===== src/rtl/core/tle_pkg.sv =====
package tle_pkg;

   localparam int LINE_SIZE = 64;
   localparam int STORE_DEPTH = 64;
   localparam logic [5:0] MAX_LEN = (LINE_SIZE - 1 > 63) ? 6'd63 : 6'(LINE_SIZE - 1);

   localparam logic [7:0] CH_BS = 8'd8;
   localparam logic [7:0] CH_LF = 8'd10;
   localparam logic [7:0] CH_CR = 8'd13;
   localparam logic [7:0] CH_ESC = 8'd27;
   localparam logic [7:0] CH_SPACE = 8'd32;
   localparam logic [7:0] CH_TILDE = 8'd126;
   localparam logic [7:0] CH_DEL = 8'd127;
   localparam logic [7:0] CH_LBRACKET = 8'h5B;
   localparam logic [7:0] CH_UPPER_C = 8'h43;
   localparam logic [7:0] CH_UPPER_D = 8'h44;

   localparam logic [1:0] ESC_IDLE = 2'd0;
   localparam logic [1:0] ESC_FIRST = 2'd1;
   localparam logic [1:0] ESC_BRACKET = 2'd2;
   localparam logic [1:0] ESC_OTHER = 2'd3;

   localparam logic [2:0] KIND_NONE = 3'd0;
   localparam logic [2:0] KIND_EDIT = 3'd1;
   localparam logic [2:0] KIND_MOVE = 3'd2;
   localparam logic [2:0] KIND_BYTE = 3'd3;
   localparam logic [2:0] KIND_EMPTY = 3'd4;

   localparam logic [1:0] OP_REPORT = 2'd0;
   localparam logic [1:0] OP_INSERT = 2'd1;
   localparam logic [1:0] OP_DELETE = 2'd2;
   localparam logic [1:0] OP_COMMIT = 2'd3;

   typedef struct packed {
      logic [1:0] op;
      logic [2:0] kind;
      logic [7:0] ch;
      logic [5:0] cur_old;
      logic [5:0] len_old;
      logic [5:0] cur_new;
      logic [5:0] len_new;
   } cmd_type;

endpackage


===== src/rtl/core/tle_ram.sv =====
module tle_ram #(
   parameter int WIDTH = 8,
   parameter int DEPTH = 64
) (
   input  logic                     clock,
   input  logic                     we,
   input  logic [$clog2(DEPTH)-1:0] waddr,
   input  logic [WIDTH-1:0]         wdata,
   input  logic                     re,
   input  logic [$clog2(DEPTH)-1:0] raddr,
   output logic [WIDTH-1:0]         rdata
);

   logic [WIDTH-1:0] mem_ff [DEPTH];
   logic [WIDTH-1:0] rdata_ff;

   always_ff @(posedge clock) begin
      if (we) begin
         mem_ff[waddr] <= wdata;
      end
      if (re) begin
         rdata_ff <= mem_ff[raddr];
      end
   end

   assign rdata = rdata_ff;

endmodule


===== src/rtl/core/tle_front.sv =====
module tle_front (
   input  logic             clock,
   input  logic             reset,
   input  logic             push,
   input  logic [7:0]       rx_byte,
   output tle_pkg::cmd_type cmd
);

   logic [1:0] esc_ff, esc_in;
   logic [5:0] len_ff, len_in;
   logic [5:0] cur_ff, cur_in;

   always_comb begin
      esc_in = esc_ff;
      cmd.op = tle_pkg::OP_REPORT;
      cmd.kind = tle_pkg::KIND_NONE;
      cmd.ch = rx_byte;
      cmd.cur_old = cur_ff;
      cmd.len_old = len_ff;
      cmd.cur_new = cur_ff;
      cmd.len_new = len_ff;
      if (esc_ff == tle_pkg::ESC_FIRST) begin
         esc_in = (rx_byte == tle_pkg::CH_LBRACKET) ? tle_pkg::ESC_BRACKET
                                                    : tle_pkg::ESC_OTHER;
      end else if (esc_ff == tle_pkg::ESC_BRACKET || esc_ff == tle_pkg::ESC_OTHER) begin
         if (esc_ff == tle_pkg::ESC_BRACKET) begin
            if (rx_byte == tle_pkg::CH_UPPER_C && cur_ff < len_ff) begin
               cmd.cur_new = cur_ff + 6'd1;
               cmd.kind = tle_pkg::KIND_MOVE;
            end else if (rx_byte == tle_pkg::CH_UPPER_D && cur_ff != 6'd0) begin
               cmd.cur_new = cur_ff - 6'd1;
               cmd.kind = tle_pkg::KIND_MOVE;
            end
         end
         esc_in = tle_pkg::ESC_IDLE;
      end else if (rx_byte inside {tle_pkg::CH_LF, tle_pkg::CH_CR}) begin
         cmd.cur_new = 6'd0;
         cmd.len_new = 6'd0;
         if (len_ff == 6'd0) begin
            cmd.kind = tle_pkg::KIND_EMPTY;
         end else begin
            cmd.op = tle_pkg::OP_COMMIT;
            cmd.kind = tle_pkg::KIND_BYTE;
         end
      end else if (rx_byte inside {tle_pkg::CH_DEL, tle_pkg::CH_BS}) begin
         if (cur_ff != 6'd0) begin
            cmd.op = tle_pkg::OP_DELETE;
            cmd.kind = tle_pkg::KIND_EDIT;
            cmd.cur_new = cur_ff - 6'd1;
            cmd.len_new = len_ff - 6'd1;
         end
      end else if (rx_byte == tle_pkg::CH_ESC) begin
         esc_in = tle_pkg::ESC_FIRST;
      end else if (rx_byte inside {[tle_pkg::CH_SPACE:tle_pkg::CH_TILDE]}) begin
         if (len_ff < tle_pkg::MAX_LEN) begin
            cmd.op = tle_pkg::OP_INSERT;
            cmd.kind = tle_pkg::KIND_EDIT;
            cmd.cur_new = cur_ff + 6'd1;
            cmd.len_new = len_ff + 6'd1;
         end
      end
      len_in = cmd.len_new;
      cur_in = cmd.cur_new;
   end

   always_ff @(posedge clock) begin
      if (reset) begin
         esc_ff <= tle_pkg::ESC_IDLE;
         len_ff <= 6'd0;
         cur_ff <= 6'd0;
      end else if (push) begin
         esc_ff <= esc_in;
         len_ff <= len_in;
         cur_ff <= cur_in;
      end
   end

endmodule


===== src/rtl/core/tle_cmd_queue.sv =====
module tle_cmd_queue (
   input  logic             clock,
   input  logic             reset,
   input  logic             push,
   input  tle_pkg::cmd_type push_cmd,
   input  logic             pop,
   output tle_pkg::cmd_type head,
   output logic             empty,
   output logic             full
);

   tle_pkg::cmd_type entry_ff [2];
   logic             wr_ptr_ff;
   logic             rd_ptr_ff;
   logic [1:0]       count_ff;

   always_ff @(posedge clock) begin
      if (push) begin
         entry_ff[wr_ptr_ff] <= push_cmd;
      end
   end

   always_ff @(posedge clock) begin
      if (reset) begin
         wr_ptr_ff <= 1'b0;
         rd_ptr_ff <= 1'b0;
         count_ff <= 2'd0;
      end else begin
         if (push) begin
            wr_ptr_ff <= ~wr_ptr_ff;
         end
         if (pop) begin
            rd_ptr_ff <= ~rd_ptr_ff;
         end
         count_ff <= count_ff + {1'b0, push} - {1'b0, pop};
      end
   end

   assign head = entry_ff[rd_ptr_ff];
   assign empty = (count_ff == 2'd0);
   assign full = (count_ff == 2'd2);

endmodule


===== src/rtl/core/tle_back.sv =====
module tle_back (
   input  logic             clock,
   input  logic             reset,
   input  tle_pkg::cmd_type q_head,
   input  logic             q_empty,
   output logic             q_pop,
   input  logic             rsp_pop,
   output logic             rsp_empty,
   output logic [2:0]       rsp_kind,
   output logic [7:0]       rsp_line_byte,
   output logic [5:0]       rsp_cursor,
   output logic [5:0]       rsp_length,
   output logic             rsp_last
);

   localparam logic [2:0] S_IDLE = 3'd0;
   localparam logic [2:0] S_SHIFT = 3'd1;
   localparam logic [2:0] S_LAST = 3'd2;
   localparam logic [2:0] S_PUT = 3'd3;
   localparam logic [2:0] S_EMIT = 3'd4;
   localparam logic [2:0] S_DUMP = 3'd5;

   logic [2:0]       state_ff, state_in;
   tle_pkg::cmd_type cmd_ff, cmd_in;
   logic [5:0]       rd_idx_ff, rd_idx_in;
   logic [5:0]       wr_addr_ff, wr_addr_in;
   logic             wpend_ff, wpend_in;
   logic             rpend_ff, rpend_in;
   logic             pend_last_ff, pend_last_in;
   logic             all_issued_ff, all_issued_in;

   logic             out_valid_ff, out_valid_in;
   logic [2:0]       out_kind_ff, out_kind_in;
   logic [7:0]       out_byte_ff, out_byte_in;
   logic [5:0]       out_cur_ff, out_cur_in;
   logic [5:0]       out_len_ff, out_len_in;
   logic             out_last_ff, out_last_in;

   logic             ram_we, ram_re;
   logic [5:0]       ram_waddr, ram_raddr;
   logic [7:0]       ram_wdata, ram_rdata;
   logic             out_free, out_load, consume, issue;

   tle_ram #(.WIDTH(8), .DEPTH(tle_pkg::STORE_DEPTH)) u_store (
      .clock (clock),
      .we    (ram_we),
      .waddr (ram_waddr),
      .wdata (ram_wdata),
      .re    (ram_re),
      .raddr (ram_raddr),
      .rdata (ram_rdata)
   );

   assign out_free = !out_valid_ff || rsp_pop;

   always_comb begin
      state_in = state_ff;
      cmd_in = cmd_ff;
      rd_idx_in = rd_idx_ff;
      wr_addr_in = wr_addr_ff;
      wpend_in = wpend_ff;
      rpend_in = rpend_ff;
      pend_last_in = pend_last_ff;
      all_issued_in = all_issued_ff;
      ram_we = 1'b0;
      ram_waddr = wr_addr_ff;
      ram_wdata = ram_rdata;
      ram_re = 1'b0;
      ram_raddr = rd_idx_ff;
      q_pop = 1'b0;
      out_load = 1'b0;
      out_kind_in = cmd_ff.kind;
      out_byte_in = 8'd0;
      out_cur_in = cmd_ff.cur_new;
      out_len_in = cmd_ff.len_new;
      out_last_in = 1'b1;
      consume = 1'b0;
      issue = 1'b0;
      case (state_ff)
         S_IDLE: begin
            if (!q_empty) begin
               q_pop = 1'b1;
               cmd_in = q_head;
               wpend_in = 1'b0;
               rpend_in = 1'b0;
               all_issued_in = 1'b0;
               case (q_head.op)
                  tle_pkg::OP_INSERT: begin
                     if (q_head.cur_old == q_head.len_old) begin
                        state_in = S_PUT;
                     end else begin
                        rd_idx_in = q_head.len_old - 6'd1;
                        state_in = S_SHIFT;
                     end
                  end
                  tle_pkg::OP_DELETE: begin
                     if (q_head.cur_old == q_head.len_old) begin
                        state_in = S_EMIT;
                     end else begin
                        rd_idx_in = q_head.cur_old;
                        state_in = S_SHIFT;
                     end
                  end
                  tle_pkg::OP_COMMIT: begin
                     rd_idx_in = 6'd0;
                     state_in = S_DUMP;
                  end
                  default: begin
                     state_in = S_EMIT;
                  end
               endcase
            end
         end
         S_SHIFT: begin
            ram_re = 1'b1;
            ram_we = wpend_ff;
            wpend_in = 1'b1;
            if (cmd_ff.op == tle_pkg::OP_INSERT) begin
               wr_addr_in = rd_idx_ff + 6'd1;
               if (rd_idx_ff == cmd_ff.cur_old) begin
                  state_in = S_LAST;
               end else begin
                  rd_idx_in = rd_idx_ff - 6'd1;
               end
            end else begin
               wr_addr_in = rd_idx_ff - 6'd1;
               if (rd_idx_ff == cmd_ff.len_old - 6'd1) begin
                  state_in = S_LAST;
               end else begin
                  rd_idx_in = rd_idx_ff + 6'd1;
               end
            end
         end
         S_LAST: begin
            ram_we = 1'b1;
            state_in = (cmd_ff.op == tle_pkg::OP_INSERT) ? S_PUT : S_EMIT;
         end
         S_PUT: begin
            ram_we = 1'b1;
            ram_waddr = cmd_ff.cur_old;
            ram_wdata = cmd_ff.ch;
            state_in = S_EMIT;
         end
         S_EMIT: begin
            if (out_free) begin
               out_load = 1'b1;
               state_in = S_IDLE;
            end
         end
         S_DUMP: begin
            consume = rpend_ff && out_free;
            issue = !all_issued_ff && (!rpend_ff || consume);
            if (consume) begin
               out_load = 1'b1;
               out_kind_in = tle_pkg::KIND_BYTE;
               out_byte_in = ram_rdata;
               out_last_in = pend_last_ff;
               rpend_in = 1'b0;
               if (pend_last_ff) begin
                  state_in = S_IDLE;
               end
            end
            if (issue) begin
               ram_re = 1'b1;
               rpend_in = 1'b1;
               pend_last_in = (rd_idx_ff == cmd_ff.len_old - 6'd1);
               all_issued_in = pend_last_in;
               rd_idx_in = rd_idx_ff + 6'd1;
            end
         end
         default: begin
            state_in = S_IDLE;
         end
      endcase
      out_valid_in = out_load ? 1'b1 : (rsp_pop ? 1'b0 : out_valid_ff);
   end

   always_ff @(posedge clock) begin
      if (reset) begin
         state_ff <= S_IDLE;
         wpend_ff <= 1'b0;
         rpend_ff <= 1'b0;
         pend_last_ff <= 1'b0;
         all_issued_ff <= 1'b0;
         out_valid_ff <= 1'b0;
      end else begin
         state_ff <= state_in;
         wpend_ff <= wpend_in;
         rpend_ff <= rpend_in;
         pend_last_ff <= pend_last_in;
         all_issued_ff <= all_issued_in;
         out_valid_ff <= out_valid_in;
      end
   end

   always_ff @(posedge clock) begin
      cmd_ff <= cmd_in;
      rd_idx_ff <= rd_idx_in;
      wr_addr_ff <= wr_addr_in;
      if (out_load) begin
         out_kind_ff <= out_kind_in;
         out_byte_ff <= out_byte_in;
         out_cur_ff <= out_cur_in;
         out_len_ff <= out_len_in;
         out_last_ff <= out_last_in;
      end
   end

   assign rsp_empty = !out_valid_ff;
   assign rsp_kind = out_kind_ff;
   assign rsp_line_byte = out_byte_ff;
   assign rsp_cursor = out_cur_ff;
   assign rsp_length = out_len_ff;
   assign rsp_last = out_last_ff;

endmodule


===== src/rtl/core/terminal_line_editor.sv =====
// Keyboard line editor. Push one received byte per request; each request gives
// one response (kind 0 no change, 1 edit, 2 cursor move), except CR/LF, which
// gives one kind 3 response per line byte with last set on the final one, or
// a single kind 4 response for an empty line. Cursor and length in each response
// are the values after that byte. The front end tracks escape state, cursor and
// length and accepts a byte per cycle into a two-deep command queue while it is
// not full; the back end edits a 64-byte single-write/single-read line RAM and
// takes one command at a time. An insert steps through shift, last, put and emit
// states, or put and emit at the line end; a delete through shift, last and emit,
// or emit at the line end, the RAM moving one byte per cycle; a commit reads the
// line out as responses are popped. No clearing pass follows reset.
module terminal_line_editor (
   input  logic       clock,
   input  logic       reset,
   input  logic       req_push,
   input  logic [7:0] req_rx_byte,
   output logic       req_full,
   input  logic       rsp_pop,
   output logic       rsp_empty,
   output logic [2:0] rsp_kind,
   output logic [7:0] rsp_line_byte,
   output logic [5:0] rsp_cursor,
   output logic [5:0] rsp_length,
   output logic       rsp_last
);

   tle_pkg::cmd_type front_cmd;
   tle_pkg::cmd_type q_head;
   logic             q_full, q_empty, q_pop, accept;

   assign accept = req_push && !q_full;
   assign req_full = q_full;

   tle_front u_front (
      .clock   (clock),
      .reset   (reset),
      .push    (accept),
      .rx_byte (req_rx_byte),
      .cmd     (front_cmd)
   );

   tle_cmd_queue u_queue (
      .clock    (clock),
      .reset    (reset),
      .push     (accept),
      .push_cmd (front_cmd),
      .pop      (q_pop),
      .head     (q_head),
      .empty    (q_empty),
      .full     (q_full)
   );

   tle_back u_back (
      .clock         (clock),
      .reset         (reset),
      .q_head        (q_head),
      .q_empty       (q_empty),
      .q_pop         (q_pop),
      .rsp_pop       (rsp_pop),
      .rsp_empty     (rsp_empty),
      .rsp_kind      (rsp_kind),
      .rsp_line_byte (rsp_line_byte),
      .rsp_cursor    (rsp_cursor),
      .rsp_length    (rsp_length),
      .rsp_last      (rsp_last)
   );

endmodule

===== config.mk =====
export PLATFORM = sky130hd
export DESIGN_NAME = terminal_line_editor
export DESIGN_NICKNAME = d
export VERILOG_FILES = /design/src/rtl/core/tle_pkg.sv /design/src/rtl/core/tle_ram.sv /design/src/rtl/core/tle_front.sv /design/src/rtl/core/tle_cmd_queue.sv /design/src/rtl/core/tle_back.sv /design/src/rtl/core/terminal_line_editor.sv
export SDC_FILE = /design/constraint.sdc
export NUM_CORES = 1
export LEC_CHECK = 0
export ABC_AREA = 0
export ABC_CLOCK_PERIOD_IN_PS = 3400
export BUFFER_PORTS_ARGS = -buffer_cell sky130_fd_sc_hd__buf_2
export CORE_UTILIZATION = 53
export CTS_CLUSTER_DIAMETER = 60
export DETAILED_ROUTE_END_ITERATION = 10
export GPL_ROUTABILITY_DRIVEN = 0
export GPL_TIMING_DRIVEN = 0
export HOLD_SLACK_MARGIN = 0.02
export PLACE_DENSITY = 0.78
export SYNTH_ARGS = -nofsm -noshare
export SYNTH_HDL_FRONTEND = slang
export SYNTH_HIERARCHICAL = 1
export SYNTH_SLANG_ARGS = --single-unit

===== constraint.sdc =====
create_clock -name clock -period 3.4 [get_ports clock]
set_clock_uncertainty 0.05 [all_clocks]
set_input_delay 0.68 -clock clock [delete_from_list [all_inputs] [get_ports clock]]
set_output_delay 0.68 -clock clock [all_outputs]
set_load 0.02 [all_outputs]

# == Yosys cells after proc, flatten, opt, wreduce, memory -nomap -nowiden ==
# Memory sizes are Yosys's and may differ from the RTL's. A register that Yosys moved wholly into a read port is not among the register bits.
# Index checks and enable logic that the tools add are counted.
# totals
reg_bits,99
latchBits,0
ramBits,586
rom_bits,0
in_bits,12
out_inout_bits,26
memories,2
# classes
add_sub_neg,10
multipliers,0
div,0
magnitude_cmp,4
eq_ne,39
shift,0
mux,81
bitwise_logic,3
reduce_logical,34
# memory_table
name,depth,word_bits,read_ports,rd_clocked_by_memory_dff,wr,line,source
u_back.u_store.mem_ff,64,8,1,1,1,tle_ram.sv:14,logic [WIDTH-1:0] mem_ff [DEPTH];
u_queue.entry_ff,2,37,1,1,1,tle_cmd_queue.sv:12,tle_pkg::cmd_type entry_ff [2];
# ops
op,n
$mux W12,7
$mux W6,14
$mux W3,15
$pmux W6 S3,2
$eq A8 B7 Y1 const B,4
$sub A6 B1 Y6 const B,5
$mux W5,5
$eq A8 B4 Y1 const B,3
$add A6 B1 Y6 const B,3
$eq A6 B6 Y1,3
$mux W1,18
$mux W2,9
$pmux W3 S6,1
$ne A3 B1 Y1 const B,4
$ne A3 B3 Y1 const B,4
$pmux W1 S2,6
$eq A2 B2 Y1 const B,5
$reduce_bool A2 Y1,5
$pmux W3 S3,1
$eq A8 B5 Y1 const B,1
$ge A8 B6 Y1 const B,1
$le A8 B7 Y1 const B,1
$mux W4,2
$mux W8,1
other kinds (27),51

# == Longest topological paths before layout ==
# Gate-level depths: netlist of the first run.
# logic_depth
word_depth,8
mapped_depth,10
mapped_depth_nobuf,8

# == Hierarchy ==
# Netlist of the first run, hierarchy kept.
# modules_own_cells
mod,instances,cells_per_inst,area_per_inst_um2,seq_area_each_um2
tle_ram,1,940,20236.9,15615.0
tle_back,1,297,3751.1,2352.3
tle_cmd_queue,1,136,3039.2,2322.2
tle_front,1,301,2108.3,280.3
terminal_line_editor,1,1,13.8,0.0

# == Worst setup path before layout of the first run ==
# Ideal clock, no wire load.
# synth_path
kind,register -> register
startpoint,register u_back.state_ff[1]
endpoint,memory u_back.u_store.mem_ff[23][0] (enable)
setup_time_ns,0.370
t_arrival_ns,2.720
slack_ns,0.259
path_stages_with_launch,11
n_path_buf,5
period_less_slack_ns,3.141
cell_sequence,dfxtp_1 > buf_2 > inv_1 > or3_1 > clkbuf_1 > clkbuf_1 > mux2_2 > clkbuf_1 > or3b_2 > clkbuf_1 > nor2_1
# synth_rtl
element,line,source
"start, declared",tle_back.sv:23,"logic [2:0] state_ff, state_in;"
"start signal, assigned",tle_back.sv:187,state_ff <= state_in;
$eq A3 B2 Y1,tle_back.sv:79,case (state_ff)
$mux W6,tle_back.sv:79,
net u_back.ram_waddr[3],tle_back.sv:40,"logic [5:0] ram_waddr, ram_raddr;"
"end, declared",tle_ram.sv:14,
# The timed path passes the listed nets, and every way through them passes these cells.

==> impl_metrics.env, run 1 <==
export IMPL_status="finished, violations left"
export IMPL_violations="negative setup slack"
export IMPL_port_buffers=37
export IMPL_vias=17300
export IMPL_tns_ns=-0.446
export IMPL_min_delay_path_depth=2
export IMPL_cts_made_buffers=68
export IMPL_tightestPinTransition_ns=1.39
export IMPL_drt_vias_per_instance=6.74
export IMPL_drt_first_pass_iters=9
export IMPL_critical_path_class="reg2reg"
export IMPL_htree_levels=3
export IMPL_min_path_type="in2reg"
export IMPL_synth_top_family_by_area="multiplexers"
export IMPL_synth_distinct_cells=90
export IMPL_final_hold_viol_count=0
export IMPL_synthMuxAreaShare=0.137
export IMPL_syn_inst=1675
export IMPL_drtAntennaViolNets=0
export IMPL_fin_crit_ns=3.71
export IMPL_finalCritPeriodShare=1.09
export IMPL_dp_cells=2410
export IMPL_finalSetupViolCount=2
export IMPL_maxCapViolCount=0
export IMPL_p_leak_nw=10.9
export IMPL_synth_edf_count=667
export IMPL_wl_per_cell_um=29.2
export IMPL_synthArstFlopShare=0
export IMPL_grt_pass1_wl_mm=108
export IMPL_hold_buffers=0
export IMPL_post_place_ws_ns=-0.826
export IMPL_grt_pass1_vias=16900
export IMPL_initial_core_util=0.540
export IMPL_cts_tree="yes"
export IMPL_drc=0
export IMPL_antenna_found_initial=1
export IMPL_yosysSeqAreaShare=0.706
export IMPL_yosys_register_bits=694
export IMPL_multi_input_area_um2=8460
export IMPL_grt_start_max_net_pins=65
export IMPL_grtUsageTotal=0.264
export IMPL_rrSetupSlack_ns=-0.31
export IMPL_dpl_instance_area_um2=30200
export IMPL_drtIter0Drc=2652
export IMPL_clock_latency_ns=0.61
export IMPL_clock_sinks=694
export IMPL_globalRoute_totalOverflow=0
export IMPL_fin_nets=1853
export IMPL_regArea_um2=20600
export IMPL_r2r_start="u_back/ram_raddr[3]"
export IMPL_io_pins=38
export IMPL_instances_no_fill=2568
export IMPL_synthFlopType="edfxtp_1"
export IMPL_layout_setup_ws_ns=-0.305
export IMPL_drt_wl_total_mm=75.0
export IMPL_worst_ep_arrival_time_ns=3.93
export IMPL_path_clk_slew_ns=0.06
export IMPL_max_slew_margin=0.0719
export IMPL_fillCellCount=3565
export IMPL_synth_xor_xnor_area_share=0.0119
export IMPL_power_density_nw_per_um2=832
export IMPL_cp_start_kind="flip-flop"
export IMPL_core_area_um2=54000
export IMPL_cp_end_kind="flip-flop"
export IMPL_fmax_mhz=270
export IMPL_reg2reg_to="u_back/u_store/rdata[4]"
export IMPL_drive_above_1_share=0.290
export IMPL_synth_compound_area_frac=0.0513
export IMPL_hold_path_startpoint="reset"
export IMPL_maxSlewViolCount=0
export IMPL_irDropWorstVdd_mv=0.518
export IMPL_stdcell_area_um2=33700
export IMPL_synth_adder_area_share=0.00730
export IMPL_critical_path_required_ns=3.62
export IMPL_worstPathMaxFanout=10
export IMPL_die_area_um2=55900
export IMPL_ys_warnings_count=6
export IMPL_synth_nets=1704
export IMPL_hpwlAfterDp_mm=44.1
export IMPL_placementRows=85
export IMPL_min_to="u_queue/count_ff[1]"
export IMPL_synth_avg_cell_area_um2=17.4
export IMPL_syn2layout_area_growth_pct=15.5
export IMPL_r2r_cells=7
export IMPL_clock_path_buffers=3
export IMPL_die_w_um=237
export IMPL_die_y_um=237
export IMPL_netlist_area_um2=29100
export IMPL_cts_root_buf="clkbuf_16"
export IMPL_yosys_area_share_simple=0.0619
export IMPL_power_w=0.0280
export IMPL_antenna_cells=0
==> worst max-delay path, stage by stage (launching register included) <==
cell,delay [ns]
edfxtp_1,0.34
buf_2,0.35
clkbuf_1,0.79
nand2_1,0.29
a211oi_1,0.43
nor4_1,0.09
nor3_1,0.70
o32ai_1,0.32
==> sequential cells by signal, summed over array words and instances, names as in the netlist, 2 cells and up, named ones only <==
signal	cells
u_back/u_store/mem_ff	512
u_back/rsp_cursor	6
u_queue/count_ff	2
u_back/rsp_length	6
u_back/ram_raddr	6
u_back/cmd_ff	25
u_back/out_len_in	6
u_front/len_ff	6
u_queue/entry_ff	74
u_back/rsp_kind	3
u_back/rsp_line_byte	8
u_front/esc_ff	2
u_back/state_ff	3
u_front/cur_ff	6
u_back/wr_addr_ff	6
u_back/out_cur_in	6
u_back/u_store/rdata	8
==> synth_stat cells, types with 15 or more instances <==
library cell / instances / area [µm²]
buf_2: 15 / 75.1
mux4_2: 126 / 2840
nand3_1: 32 / 160
nor2_1: 133 / 499
ha_1: 17 / 213
edfxtp_1: 667 / 20000
o21ai_0: 23 / 115
inv_1: 36 / 135
nor2b_1: 20 / 125
nor3_1: 29 / 145
mux2i_1: 30 / 300
nand2_1: 62 / 233
mux2_4: 30 / 450
clkbuf_1: 45 / 169
buf_4: 21 / 158
a21oi_1: 40 / 200
mux2_2: 34 / 383
xnor2_1: 24 / 210
dfxtp_1: 27 / 541
==> final cells by class <==
type                       instances  area share
buffer                            89      0.0170
sequential                       694       0.611
clock inverter                    34     0.00873
inverter                          36     0.00401
timing repair buffer              89      0.0271
tap                              696      0.0259
multi-input combinational        846       0.251
clock buffer                      84      0.0548
==> stage by stage <==
step / hold WS (ns) / util
2_1_floorplan: 0.350 / -
3_3_place_gp: 0.355 / 0.559
3_5_place_dp: 0.355 / 0.560
4_1_cts: 0.299 / 0.620
5_1_grt: 0.314 / 0.623
6_report: 0.324 / 0.623
==> layout by cell type, fill, tap and decap left out, types with 30 or more instances in the layout <==
cell type and count:
clkbuf_16 71, clkbuf_1 44, mux2_4 34, a21oi_1 40, mux2_2 30, nand2_1 58, buf_12 30, buf_2 51
inv_1 35, nor2_4 58, mux4_2 126, nor2_1 69, buf_4 47, edfxtp_1 667, mux2i_1 30
==> per-layer routing <==
layer | vias up | track usage | part of all wire
met5 | - | 0 | 0.00012
met1 | 8620 | 0.335 | 0.35
met3 | 313 | 0.0639 | 0.11
li1 | 6998 | - | -
met2 | 1374 | 0.429 | 0.48
met4 | 2 | 0.128 | 0.055
==> worst max path at each step <==
| stage | start | endpoint | slack (ns) | cells after the start |
|---|---|---|---|---|
| after floorplan | u_back/state_ff[1] | u_back/u_store/mem_ff[23][0] | 0.26 | 10 |
| after global placement | u_back/state_ff[1] | u_back/u_store/mem_ff[32][6] | -0.81 | 10 |
| after detailed placement | u_back/state_ff[1] | u_back/u_store/mem_ff[29][1] | -0.83 | 10 |
| after CTS | u_back/state_ff[1] | u_back/u_store/mem_ff[51][3] | 0.01 | 9 |
| after global routing | u_back/ram_raddr[3] | u_back/u_store/rdata[4] | -0.18 | 7 |
| final | u_back/ram_raddr[3] | u_back/u_store/rdata[4] | -0.31 | 7 |
==> cells by family (layout without fill, tap and decap cells) <==
kind of cell    Yosys count  count (layout)
compound gates          209             209
flops                   694             694
simple gates            361             361
mux                     221             221
fa+ha+maj                17              17
buf+inv                 135             332
xor+xnor                 38              38
==> where the power goes <==
group          switching, W  internal, W  total (W)  leakage, nW
Clock               0.00317      0.00417    0.00734         1.03
Combinational       0.00595      0.00323    0.00918         3.56
Sequential         0.000343       0.0112     0.0115         6.28
==> timing repair <==
action	CTS	global route
gates resized for setup	149	18
setup endpoints to repair	513	386
setup buffers	38	12
pin swaps	27	6
gates cloned	0	0
Power figures use the tool's default switching activity.
==> run 2, diff against run 1 <==
--- a/config.mk
+++ b/config.mk
@@ -8,13 +8,13 @@
 export ABC_AREA = 0
 export ABC_CLOCK_PERIOD_IN_PS = 3400
 export BUFFER_PORTS_ARGS = -buffer_cell sky130_fd_sc_hd__buf_2
-export CORE_UTILIZATION = 53
+export CORE_UTILIZATION = 35
 export CTS_CLUSTER_DIAMETER = 60
 export DETAILED_ROUTE_END_ITERATION = 10
 export GPL_ROUTABILITY_DRIVEN = 0
 export GPL_TIMING_DRIVEN = 0
 export HOLD_SLACK_MARGIN = 0.02
-export PLACE_DENSITY = 0.78
+export PLACE_DENSITY = 0.58
 export SYNTH_ARGS = -nofsm -noshare
 export SYNTH_HDL_FRONTEND = slang
 export SYNTH_HIERARCHICAL = 1
==> constraint.sdc (replaced) <==
create_clock -name clock -period 3.4 [get_ports clock]
set_clock_uncertainty 0.05 [all_clocks]
set_input_delay 0.68 -clock clock [delete_from_list [all_inputs] [get_ports clock]]
set_output_delay 0.68 -clock clock [all_outputs]
set_load 0.1 [all_outputs]
==> impl_metrics.env, run 2 (synthesized netlist as in run 1, its figures left out) <==
export IMPL_status="complete, no violations"
export IMPL_drt_vias_per_instance=5.55
export IMPL_post_place_ws_ns=-0.977
export IMPL_fin_nets=1861
export IMPL_drc=0
export IMPL_worstPathMaxFanout=10
export IMPL_power_w=0.0290
export IMPL_finalSetupViolCount=0
export IMPL_cts_root_buf="clkbuf_16"
export IMPL_grt_start_max_net_pins=65
export IMPL_max_slew_margin=0.119
export IMPL_p_leak_nw=11.1
export IMPL_io_pins=38
export IMPL_finalCritPeriodShare=0.995
export IMPL_irDropWorstVdd_mv=0.514
export IMPL_final_common_cell="edfxtp_1"
export IMPL_drtIter0Drc=1779
export IMPL_largest_reg_flops=512
export IMPL_antenna_found_initial=0
export IMPL_clock_latency_ns=0.63
export IMPL_tightestPinTransition_ns=1.32
export IMPL_cp_end_kind="flip-flop"
export IMPL_power_density_nw_per_um2=838
export IMPL_cts_made_buffers=74
export IMPL_rsz0062_at_grt="false"
export IMPL_globalRoute_totalOverflow=0
export IMPL_regMostFlops="u_back/u_store/mem_ff"
export IMPL_die_w_um=291
export IMPL_sw_frac_of_total=0.337
export IMPL_cts_tree="yes"
export IMPL_hold_buffers=0
export IMPL_vias=16400
export IMPL_fmax_mhz=296
export IMPL_maxCapViolCount=0
export IMPL_mostFrequentLayoutCells="667 x edfxtp_1, 126 x mux4_2, 75 x clkbuf_16, 70 x nor2_1, 62 x nor2_4"
export IMPL_drt_first_pass_iters=6
export IMPL_placementRows=105
export IMPL_critical_path_class="reg2reg"
export IMPL_htree_levels=3
export IMPL_final_hold_viol_count=0
export IMPL_grt_pass1_vias=16400
export IMPL_clock_sinks=694
export IMPL_post_route_util=0.420
export IMPL_clock_path_buffers=3
export IMPL_syn2layout_area_growth_pct=18.6
export IMPL_p_seq_frac=0.396
export IMPL_die_y_um=291
export IMPL_drive_above_1_share=0.292
export IMPL_port_buffers=37
export IMPL_dp_cells=2784
export IMPL_pwr_share_clk=0.280
export IMPL_layout_setup_ws_ns=0.0181
export IMPL_grtUsageTotal=0.172
export IMPL_path_clk_slew_ns=0.06
export IMPL_grt_pass1_wl_mm=108
export IMPL_drt_wl_total_mm=72.7
export IMPL_instances_no_fill=2955
export IMPL_wl_per_cell_um=24.6
export IMPL_min_path_type="in2reg"
export IMPL_die_area_um2=84400
export IMPL_initial_core_util=0.354
export IMPL_maxSlewViolCount=0
export IMPL_antenna_cells=0
export IMPL_hpwlAfterDp_mm=47.5
export IMPL_critical_path_required_ns=3.66
export IMPL_cp_start_kind="flip-flop"
export IMPL_drtAntennaViolNets=0
export IMPL_fin_crit_ns=3.38
export IMPL_worst_ep_arrival_time_ns=3.64
export IMPL_largestRegisters="u_back/u_store/mem_ff (512), u_queue/entry_ff (74), u_back/cmd_ff (25)"
export IMPL_internal_power_w=0.0192
export IMPL_p_comb_frac=0.324
export IMPL_core_area_um2=82200
export IMPL_p_sw_w=0.00976
-- run 2: metal layers --
metal | vias up | wire [µm] | global-route usage
met1 | 8500 | 30200 | 0.233
met2 | 729 | 35400 | 0.281
met4 | 0 | 2130 | 0.0570
met3 | 136 | 5010 | 0.0259
li1 | 7024 | - | -
met5 | - | 0 | 0
-- run 2: final timing paths --
kind                                           start                 endpoint  slack (ns)  cells past startpoint
worst max-delay path             u_back/ram_raddr[1]  u_back/u_store/rdata[1]        0.02                      8
worst min-delay path                           reset        u_queue/wr_ptr_ff        0.28                      2
worst max register to register   u_back/ram_raddr[1]  u_back/u_store/rdata[1]        0.02                      8
worst min register to register  u_back/out_len_in[5]     u_back/rsp_length[5]        0.37                      0
-- run 2: critical path, cell delays in order (launching register included) --
cell and delay [ns]:
edfxtp_1 0.39, buf_4 0.23, buf_4 0.29, buf_2 0.42
buf_2 0.41, nor2b_1 0.26, a22oi_1 0.11, a221oi_1 0.60
o2bb2ai_1 0.31
-- run 2: layout make-up --
| class | count | area [µm²] |
|---|---|---|
| plain buffers | 92 | 586 |
| clock inverters | 38 | 442 |
| flip-flops and latches | 694 | 20600 |
| repair buffers | 88 | 993 |
| well taps | 1070 | 1340 |
| fillers | 7224 | 47700 |
| clock buffers | 91 | 2000 |
| multi-input cells | 846 | 8500 |
| inverters | 36 | 135 |
-- run 2: through the flow --
step           hold slack [ns]  cell area [µm²]  setup TNS [ns]
5_1_grt                  0.296            34600               0
6_report                 0.285            34600               0
4_1_cts                  0.256            34200         -0.0205
3_3_place_gp             0.355            30700         -355.35
2_1_floorplan            0.350            29100               0
3_5_place_dp             0.355            30700         -354.98
-- run 2: timing repair --
item / in CTS / in global routing
pin swaps: 25 / 16
gates resized for setup: 154 / 14
buffers inserted: 34 / 15
hold endpoints to repair: 0 / 0
setup endpoints to repair: 514 / 427
-- run 2: power groups by stage --
stage                     sequential [W]  combinational, W  clock, W
after global routing              0.0115           0.00991   0.00858
after floorplan                   0.0120           0.00560         0
after global placement            0.0117           0.00886         0
final                             0.0115           0.00938   0.00811
after detailed placement          0.0117           0.00902         0
after CTS                         0.0115           0.00934   0.00827
